`src/rtl/core/tpep_pkg.sv`:
```
`timescale 1ns / 1ps
`default_nettype none

package tpep_pkg;

    localparam int POOL_DEPTH = 16;
    localparam int IDX_W      = (POOL_DEPTH > 1) ? $clog2(POOL_DEPTH) : 1;
    localparam int CNT_W      = $clog2(POOL_DEPTH + 1);
    localparam int KIND_COUNT = 5;
    localparam int TIER_COUNT = 3;

    typedef enum logic [1:0] {
        OP_CLEAR  = 2'd0,
        OP_APPEND = 2'd1,
        OP_QUERY  = 2'd2
    } t_op;

    localparam logic [2:0] ST_OBSERVED = 3'd0;
    localparam logic [2:0] ST_TESTING  = 3'd1;
    localparam logic [2:0] ST_PROMOTED = 3'd2;
    localparam logic [2:0] ST_DEMOTED  = 3'd3;

    localparam logic [1:0] TIER_PROMOTED = 2'd0;
    localparam logic [1:0] TIER_ACTIVE   = 2'd1;
    localparam logic [1:0] TIER_DEMOTED  = 2'd2;

    typedef enum logic {
        S_IDLE,
        S_SCAN
    } t_state;

    typedef struct packed {
        logic [63:0] site;
        logic [3:0]  width;
        logic [2:0]  kind;
        logic [2:0]  status;
    } t_entry;

    typedef struct packed {
        logic [63:0] site;
        logic [3:0]  width;
    } t_key;

    // First hit of one kind in one tier.
    typedef struct packed {
        logic             have;
        logic [IDX_W-1:0] idx;
        logic [1:0]       st;
    } t_tier;

    // Running scan result handed from cell to cell.
    typedef struct packed {
        t_tier [KIND_COUNT-1:0][TIER_COUNT-1:0] tiers;
        logic  [KIND_COUNT-1:0]                 presence;
    } t_acc;

endpackage

`default_nettype wire

```
`src/rtl/core/tpep_cell.sv`:
```
`timescale 1ns / 1ps
`default_nettype none

module tpep_cell
    import tpep_pkg::*;
(
    input  wire logic             i_clk,
    input  wire logic             i_rst_n,
    input  wire logic [IDX_W-1:0] i_index,
    input  wire logic [CNT_W-1:0] i_fill,
    input  wire logic             i_wr_en,
    input  wire t_entry           i_wr,
    input  wire t_key             i_key,
    input  wire logic             i_tok,
    input  wire t_acc             i_acc,
    output logic                  o_tok,
    output t_acc                  o_acc
);

    t_entry r_entry;
    logic   r_tok;
    t_acc   r_acc;
    t_acc   n_acc;
    logic   w_live;
    logic   w_hit;
    logic [1:0] w_tier;

    // The entry register is written only when this cell is the next free slot.
    always_ff @(posedge i_clk) begin
        if (i_wr_en && (CNT_W'(i_index) == i_fill)) begin
            r_entry <= i_wr;
        end
    end

    assign w_live = (CNT_W'(i_index) < i_fill);

    always_comb begin
        w_tier = TIER_PROMOTED;
        w_hit  = w_live && (r_entry.site == i_key.site) && (r_entry.width == i_key.width)
                 && (r_entry.kind < 3'(KIND_COUNT));
        case (r_entry.status)
            ST_PROMOTED: w_tier = TIER_PROMOTED;
            ST_OBSERVED,
            ST_TESTING:  w_tier = TIER_ACTIVE;
            ST_DEMOTED:  w_tier = TIER_DEMOTED;
            default:     w_hit  = 1'b0;
        endcase
    end

    always_comb begin
        n_acc = i_acc;
        if (w_hit) begin
            n_acc.presence[r_entry.kind] = 1'b1;
            if (!i_acc.tiers[r_entry.kind][w_tier].have) begin
                n_acc.tiers[r_entry.kind][w_tier].have = 1'b1;
                n_acc.tiers[r_entry.kind][w_tier].idx  = i_index;
                n_acc.tiers[r_entry.kind][w_tier].st   = r_entry.status[1:0];
            end
        end
    end

    always_ff @(posedge i_clk) begin
        if (!i_rst_n) begin
            r_tok <= 1'b0;
        end else begin
            r_tok <= i_tok;
        end
    end

    always_ff @(posedge i_clk) begin
        if (i_tok) begin
            r_acc <= n_acc;
        end
    end

    assign o_tok = r_tok;
    assign o_acc = r_acc;

endmodule

`default_nettype wire

```
`src/rtl/core/tiered_priority_entry_picker.sv`:
```
`timescale 1ns / 1ps
`default_nettype none

// Tiered priority entry picker. A transaction is taken when start is high and busy is low.
// Clear and append transactions finish in the cycle they are taken and give no result; busy
// stays low, so the next transaction may follow at once. A query transaction makes busy go
// high while a scan token walks the row of POOL_DEPTH storage cells, one cell per cycle. The
// token is launched from a register, passes through each cell in turn, and the pick is then
// resolved into the result registers. The result appears on the o_ ports for exactly one
// cycle, marked by o_valid. The receiver cannot stall it, so it must capture the result in
// that cycle. Appends to a full pool are dropped, and a clear only resets the fill count.

module tiered_priority_entry_picker
    import tpep_pkg::*;
(
    input  wire logic        i_clk,
    input  wire logic        i_rst_n,
    input  wire logic        start,
    output logic             busy,
    input  wire logic [1:0]  i_op,
    input  wire logic [63:0] i_site_address,
    input  wire logic [3:0]  i_operand_width,
    input  wire logic [2:0]  i_entry_kind,
    input  wire logic [2:0]  i_entry_status,
    input  wire logic [4:0]  i_reroll_grant,
    output logic             o_valid,
    output logic             o_found,
    output logic [3:0]       o_pick_index,
    output logic [2:0]       o_pick_kind,
    output logic [1:0]       o_pick_status,
    output logic [4:0]       o_presence_mask
);

    t_state r_state;
    t_state n_state;

    logic             r_launch;
    logic [CNT_W-1:0] r_fill;
    t_key             r_key;
    logic [4:0]       r_grant;

    logic             w_accept;
    logic             w_append;
    t_entry           w_wr;
    logic             w_tok [0:POOL_DEPTH];
    t_acc             w_acc [0:POOL_DEPTH];
    logic             w_last;

    logic             n_found;
    logic [3:0]       n_index;
    logic [2:0]       n_kind;
    logic [1:0]       n_status;

    assign w_accept = start && !busy;
    assign w_last   = w_tok[POOL_DEPTH];

    // Next-state logic: a query holds the block busy until the token leaves the last cell.
    always_comb begin
        n_state = r_state;
        case (r_state)
            S_IDLE: begin
                if (w_accept && (t_op'(i_op) == OP_QUERY)) begin
                    n_state = S_SCAN;
                end
            end
            S_SCAN: begin
                if (w_last) begin
                    n_state = S_IDLE;
                end
            end
            default: n_state = S_IDLE;
        endcase
    end

    // Output logic of the state machine.
    always_comb begin
        case (r_state)
            S_IDLE:  busy = 1'b0;
            S_SCAN:  busy = 1'b1;
            default: busy = 1'b0;
        endcase
    end

    always_ff @(posedge i_clk) begin
        if (!i_rst_n) begin
            r_state  <= S_IDLE;
            r_launch <= 1'b0;
            r_fill   <= '0;
        end else begin
            r_state  <= n_state;
            r_launch <= w_accept && (t_op'(i_op) == OP_QUERY);
            if (w_accept) begin
                case (t_op'(i_op))
                    OP_CLEAR:  r_fill <= '0;
                    OP_APPEND: begin
                        if (r_fill < CNT_W'(POOL_DEPTH)) begin
                            r_fill <= r_fill + CNT_W'(1);
                        end
                    end
                    default: ;
                endcase
            end
        end
    end

    // The search key and grant bits are held for the whole scan.
    always_ff @(posedge i_clk) begin
        if (w_accept && (t_op'(i_op) == OP_QUERY)) begin
            r_key.site  <= i_site_address;
            r_key.width <= i_operand_width;
            r_grant     <= i_reroll_grant;
        end
    end

    // An append lands in the cell whose position equals the fill count. A full pool matches
    // no cell, so the entry is dropped.
    assign w_append  = w_accept && (t_op'(i_op) == OP_APPEND);
    assign w_wr.site   = i_site_address;
    assign w_wr.width  = i_operand_width;
    assign w_wr.kind   = i_entry_kind;
    assign w_wr.status = i_entry_status;

    assign w_tok[0] = r_launch;
    assign w_acc[0] = '0;

    // The row of storage cells. Each cell checks its own entry against the key and forwards
    // the running first-hit table to its neighbor.
    for (genvar g = 0; g < POOL_DEPTH; g++) begin : g_cell
        tpep_cell u_cell (
            .i_clk   (i_clk),
            .i_rst_n (i_rst_n),
            .i_index (IDX_W'(g)),
            .i_fill  (r_fill),
            .i_wr_en (w_append),
            .i_wr    (w_wr),
            .i_key   (r_key),
            .i_tok   (w_tok[g]),
            .i_acc   (w_acc[g]),
            .o_tok   (w_tok[g+1]),
            .o_acc   (w_acc[g+1])
        );
    end

    // Tier resolution: kinds in order, and within a kind promoted, then observed or testing,
    // then demoted when that kind's grant bit is set. The first kind with a pick wins.
    always_comb begin
        n_found  = 1'b0;
        n_index  = '0;
        n_kind   = '0;
        n_status = '0;
        for (int k = 0; k < KIND_COUNT; k++) begin
            if (!n_found) begin
                if (w_acc[POOL_DEPTH].tiers[k][TIER_PROMOTED].have) begin
                    n_found  = 1'b1;
                    n_index  = 4'(w_acc[POOL_DEPTH].tiers[k][TIER_PROMOTED].idx);
                    n_kind   = 3'(k);
                    n_status = w_acc[POOL_DEPTH].tiers[k][TIER_PROMOTED].st;
                end else if (w_acc[POOL_DEPTH].tiers[k][TIER_ACTIVE].have) begin
                    n_found  = 1'b1;
                    n_index  = 4'(w_acc[POOL_DEPTH].tiers[k][TIER_ACTIVE].idx);
                    n_kind   = 3'(k);
                    n_status = w_acc[POOL_DEPTH].tiers[k][TIER_ACTIVE].st;
                end else if (w_acc[POOL_DEPTH].tiers[k][TIER_DEMOTED].have && r_grant[k]) begin
                    n_found  = 1'b1;
                    n_index  = 4'(w_acc[POOL_DEPTH].tiers[k][TIER_DEMOTED].idx);
                    n_kind   = 3'(k);
                    n_status = w_acc[POOL_DEPTH].tiers[k][TIER_DEMOTED].st;
                end
            end
        end
    end

    always_ff @(posedge i_clk) begin
        if (!i_rst_n) begin
            o_valid <= 1'b0;
        end else begin
            o_valid <= w_last;
        end
    end

    always_ff @(posedge i_clk) begin
        if (w_last) begin
            o_found         <= n_found;
            o_pick_index    <= n_index;
            o_pick_kind     <= n_kind;
            o_pick_status   <= n_status;
            o_presence_mask <= w_acc[POOL_DEPTH].presence;
        end
    end

endmodule

`default_nettype wire

```
`config.mk`:
```
export PLATFORM = sky130hd
export DESIGN_NAME = tiered_priority_entry_picker
export DESIGN_NICKNAME = d
export VERILOG_FILES = /design/src/rtl/core/tpep_pkg.sv /design/src/rtl/core/tpep_cell.sv /design/src/rtl/core/tiered_priority_entry_picker.sv
export SDC_FILE = /design/constraint.sdc
export NUM_CORES = 2
export LEC_CHECK = 0
export BUFFER_PORTS_ARGS = -buffer_cell sky130_fd_sc_hd__buf_2
export CORE_AREA = 2 2 331 660
export CTS_BUF_LIST = sky130_fd_sc_hd__clkbuf_2 sky130_fd_sc_hd__clkbuf_4 sky130_fd_sc_hd__clkbuf_8
export CTS_CLUSTER_DIAMETER = 120
export CTS_CLUSTER_SIZE = 14
export DETAILED_ROUTE_END_ITERATION = 16
export DIE_AREA = 0 0 333 662
export HOLD_SLACK_MARGIN = 0.1
export PLACE_DENSITY = 0.71
export SLEW_MARGIN = 20
export SYNTH_ARGS = -nofsm -noshare
export SYNTH_HDL_FRONTEND = slang
export SYNTH_SLANG_ARGS = --single-unit
```
`constraint.sdc`:
```
create_clock -name i_clk -period 8.55 [get_ports i_clk]
set_input_delay 0.4275 -clock i_clk [delete_from_list [all_inputs] [get_ports i_clk]]
set_output_delay 0.4275 -clock i_clk [all_outputs]
set_load 0.02 [all_outputs]
```
==> metrics <==
syn avg cell area=15.3 sq um; WS Path Type=flip-flop to flip-flop; Leak Pwr=41.3 nW; largest family of logic cells by synthesized area=simple AND/OR/NAND/NOR gates; total power=around 23 mW; Final setup viols=0; Worst-Margin Slew=1.33 ns; Peak VDD IR=roughly 0.18 mV; clk buf depth=4; FMAX=195 MHz; number of max-cap violations=0; synthesized area=118000 sq um; clk slew on worst S/H paths=0.12 ns; Worst Path Required=9.36 ns; Area growth, synth to finish=7.68%; status=finished clean; GRT Util Overall=37.0%; Resized Gates After CTS=0; setup TNS=0 ns; post-synthesis mux area share=1.19%; root buffer cell=clkbuf_8; post-route clock period utilization=approximately three fifths; min Tclk post-route=5.13 ns; Global Route met3 Usage=8.40%; Row Count=241; buffers added on ports=100; Synth Area in XOR/XNOR=under 10%; # hold bufs at CTS=82; Compound-Gate Fraction of Synth Area=6.88%; RSZ-0062 raised after global routing=false; Total Wirelength=410000 um; clock sinks=roughly 2.8k; startpoint types=flip-flop; Post-CTS Setup Inserts=0; largest net degree at the start of global routing=85; CTS tree=yes; Placer Congestion=between 1 and 1.5; vias in the first global route=about 70k; CTS H-Tree Depth=4; Core Area=between 200000 and 250000 sq um; multi-input logic area=30700 sq um; die height=662 um; crit-path cells=buf_4, xor2_1, nor4_1, nand4_1, a2111oi_2, buf_4, nand3_1, mux2_2; Async SR Flop Fraction=0%; simple logic cell fraction of the synthesized area=11.4%; adder-cell share of the synthesized area=0.0319%; cell mode on critical path=buf_4; slowest CP cell=edfxtp_1; CP arrival=5.94 ns; drt first pass iters=7; Netlist cell types=91; dpl hpwl=280000 um; YS warnings=0; register bit total from synthesis=2831; delay-heaviest family, CP=simple AND/OR/NAND/NOR gates; sequential area share after synthesis=between 70% and 80%; Final Hold Viols=0; Seq. cell area=84800 sq um; CP bufs+invs=2; drt drc=0; fin nets=8031; die span in x=333 um; Initial Util=54.7%; ANT nets after route=0; CP endpoint kind=flip-flop; slowest stage delay, CP=1.00 ns; Die ar.=220000 sq um; Critical Path Fanout Max=11; first-pass GRT wire length=550000 um; overall via count from detail_route=71.9k; count of final max-slew check failures=0; initial antenna violation count=between 50 and 60; synth top area cells=edfxtp_1, xor2_1, nand2b_1; clk_lat worst skew=1.12 ns; hold crit path type=input pin to flip-flop; post-DR vias/cell=around 6.6; GR Layer Usage met1=a little over a third; top-area cell type share of the netlist area=a little under three quarters; post-DR wirelength/cell=37.6 um; total gr overflow=0; DRT iter0 DRCs=9891; io pins=101; number of enable flip-flop cells after synthesis=2807; CTS Buf Count=228; share of layout cells above drive strength 1=12.4%; cell area power density=182 nW/um^2; Post-Synthesis Cells=7716; grt peak-use layer=met2; Synth Flop Type=edfxtp_1; Clock Skew=0.154 ns; Fillers=approximately 16k; Slew Limit Headroom=10.4%; GR Util met2=approximately 63%; Yosys top cell by area=edfxtp_1
==> cells by family after synthesis <==
logic type	count (synthesis)
compound gates	1032
xor+xnor	842
fa+ha+maj	3
buf+inv	640
flops	2831
mux	116
other cells	1
simple gates	2251
==> metal layers <==
layer | vias to the layer above | share of wire (%)
li1 | 29510 | -
met1 | 35280 | 28
met2 | 5125 | 50
met3 | 1931 | 9.6
met4 | 4 | 13
met5 | - | 0.0056
==> synth_stat cells, types with 45 or more instances <==
| cell type | instances |
|---|---|
| a21o_1 | 144 |
| a31o_2 | 155 |
| and2_1 | 235 |
| nor3_1 | 154 |
| mux2_2 | 83 |
| nand2b_1 | 492 |
| nor2_1 | 171 |
| o21a_1 | 53 |
| o31ai_1 | 86 |
| xnor2_1 | 272 |
| o21bai_1 | 87 |
| clkbuf_1 | 199 |
| o21ai_0 | 49 |
| nand2_1 | 126 |
| nor4_1 | 272 |
| buf_2 | 129 |
| a2111oi_0 | 45 |
| inv_1 | 265 |
| nor2b_1 | 279 |
| or2_2 | 53 |
| o31a_1 | 56 |
| nand4_1 | 209 |
| nand3_1 | 63 |
| xor2_1 | 570 |
| edfxtp_1 | 2807 |
==> per-stage QoR <==
step	setup WS, ns	area (sq um)	hold slack, ns	cells	util [%]
final	3.42	127000	0.194	10890	58.9
after global routing	3.46	127000	0.0953	10843	58.8
after CTS	3.58	127000	0.109	10827	58.8
after detailed placement	3.67	122000	0.405	10425	56.6
after global placement	3.50	122000	0.403	10423	56.6
after floorplan	3.03	118000	0.400	7725	-
==> final timing paths <==
kind	slack, ns	startpoint	end	depth (start not counted)
worst min-delay path	0.19	i_site_address[53]	g_cell[10].u_cell.r_entry[63]	1
worst max-delay path	3.42	r_key[45]	g_cell[8].u_cell.o_acc[54]	8
worst max register to register	3.42	r_key[45]	g_cell[8].u_cell.o_acc[54]	8
worst min register to register	0.43	g_cell[15].u_cell.o_acc[3]	o_presence_mask[3]	0
==> worst register-to-register path: stages, from the launching register on <==
cell and delay (ns):
edfxtp_1 1.00, buf_4 0.47, xor2_1 0.14, nor4_1 0.48, nand4_1 0.51, a2111oi_2 0.84
buf_4 0.30, nand3_1 0.57, mux2_2 0.56
==> placed cells by master, fill, tap and decap left out, types with 85 or more instances in the layout <==
cell type  netlist  routed
edfxtp_1      2807    2807
xor2_1         570     570
nand2b_1       492     492
nor2b_1        279     278
xnor2_1        272     272
inv_1          265     265
nor4_1         272     261
clkbuf_8         0     230
and2_1         235     227
nand4_1        209     209
buf_4            3     175
nor2_1         171     163
a31o_2         155     155
nor3_1         154     145
a21o_1         144     144
nand2_1        126     125
buf_2          129      99
o21bai_1        87      87
o31ai_1         86      86
clkbuf_4         0      85
==> registers in the layout, indices dropped and copies added, names as in the netlist, 2 cells and up <==
name / flops
g_cell.u_cell.o_acc: 1535
g_cell.u_cell.o_tok: 16
g_cell.u_cell.r_entry: 1184
o_pick_index: 4
o_pick_kind: 3
o_pick_status: 2
o_presence_mask: 5
r_fill: 5
r_grant: 5
r_key: 68
==> report_power, final <==
part | internal, mW | total [mW] | switching [mW]
registers | 15.1 | 15.2 | 0.0333
logic | 0.144 | 0.740 | 0.597
clock network | 2.83 | 7.16 | 4.33
==> layout make-up <==
class | instances | area share, %
inverters | 269 | 0.799
clock buffers | 315 | 3.00
clock inverters | 5 | 0.0454
repair buffers | 360 | 2.12
well taps | 2794 | 2.76
multi-input cells | 4254 | 24.2
flip-flops and latches | 2831 | 66.9
diodes | 62 | 0.122
Note: power is estimated with default switching activity, not from simulation.
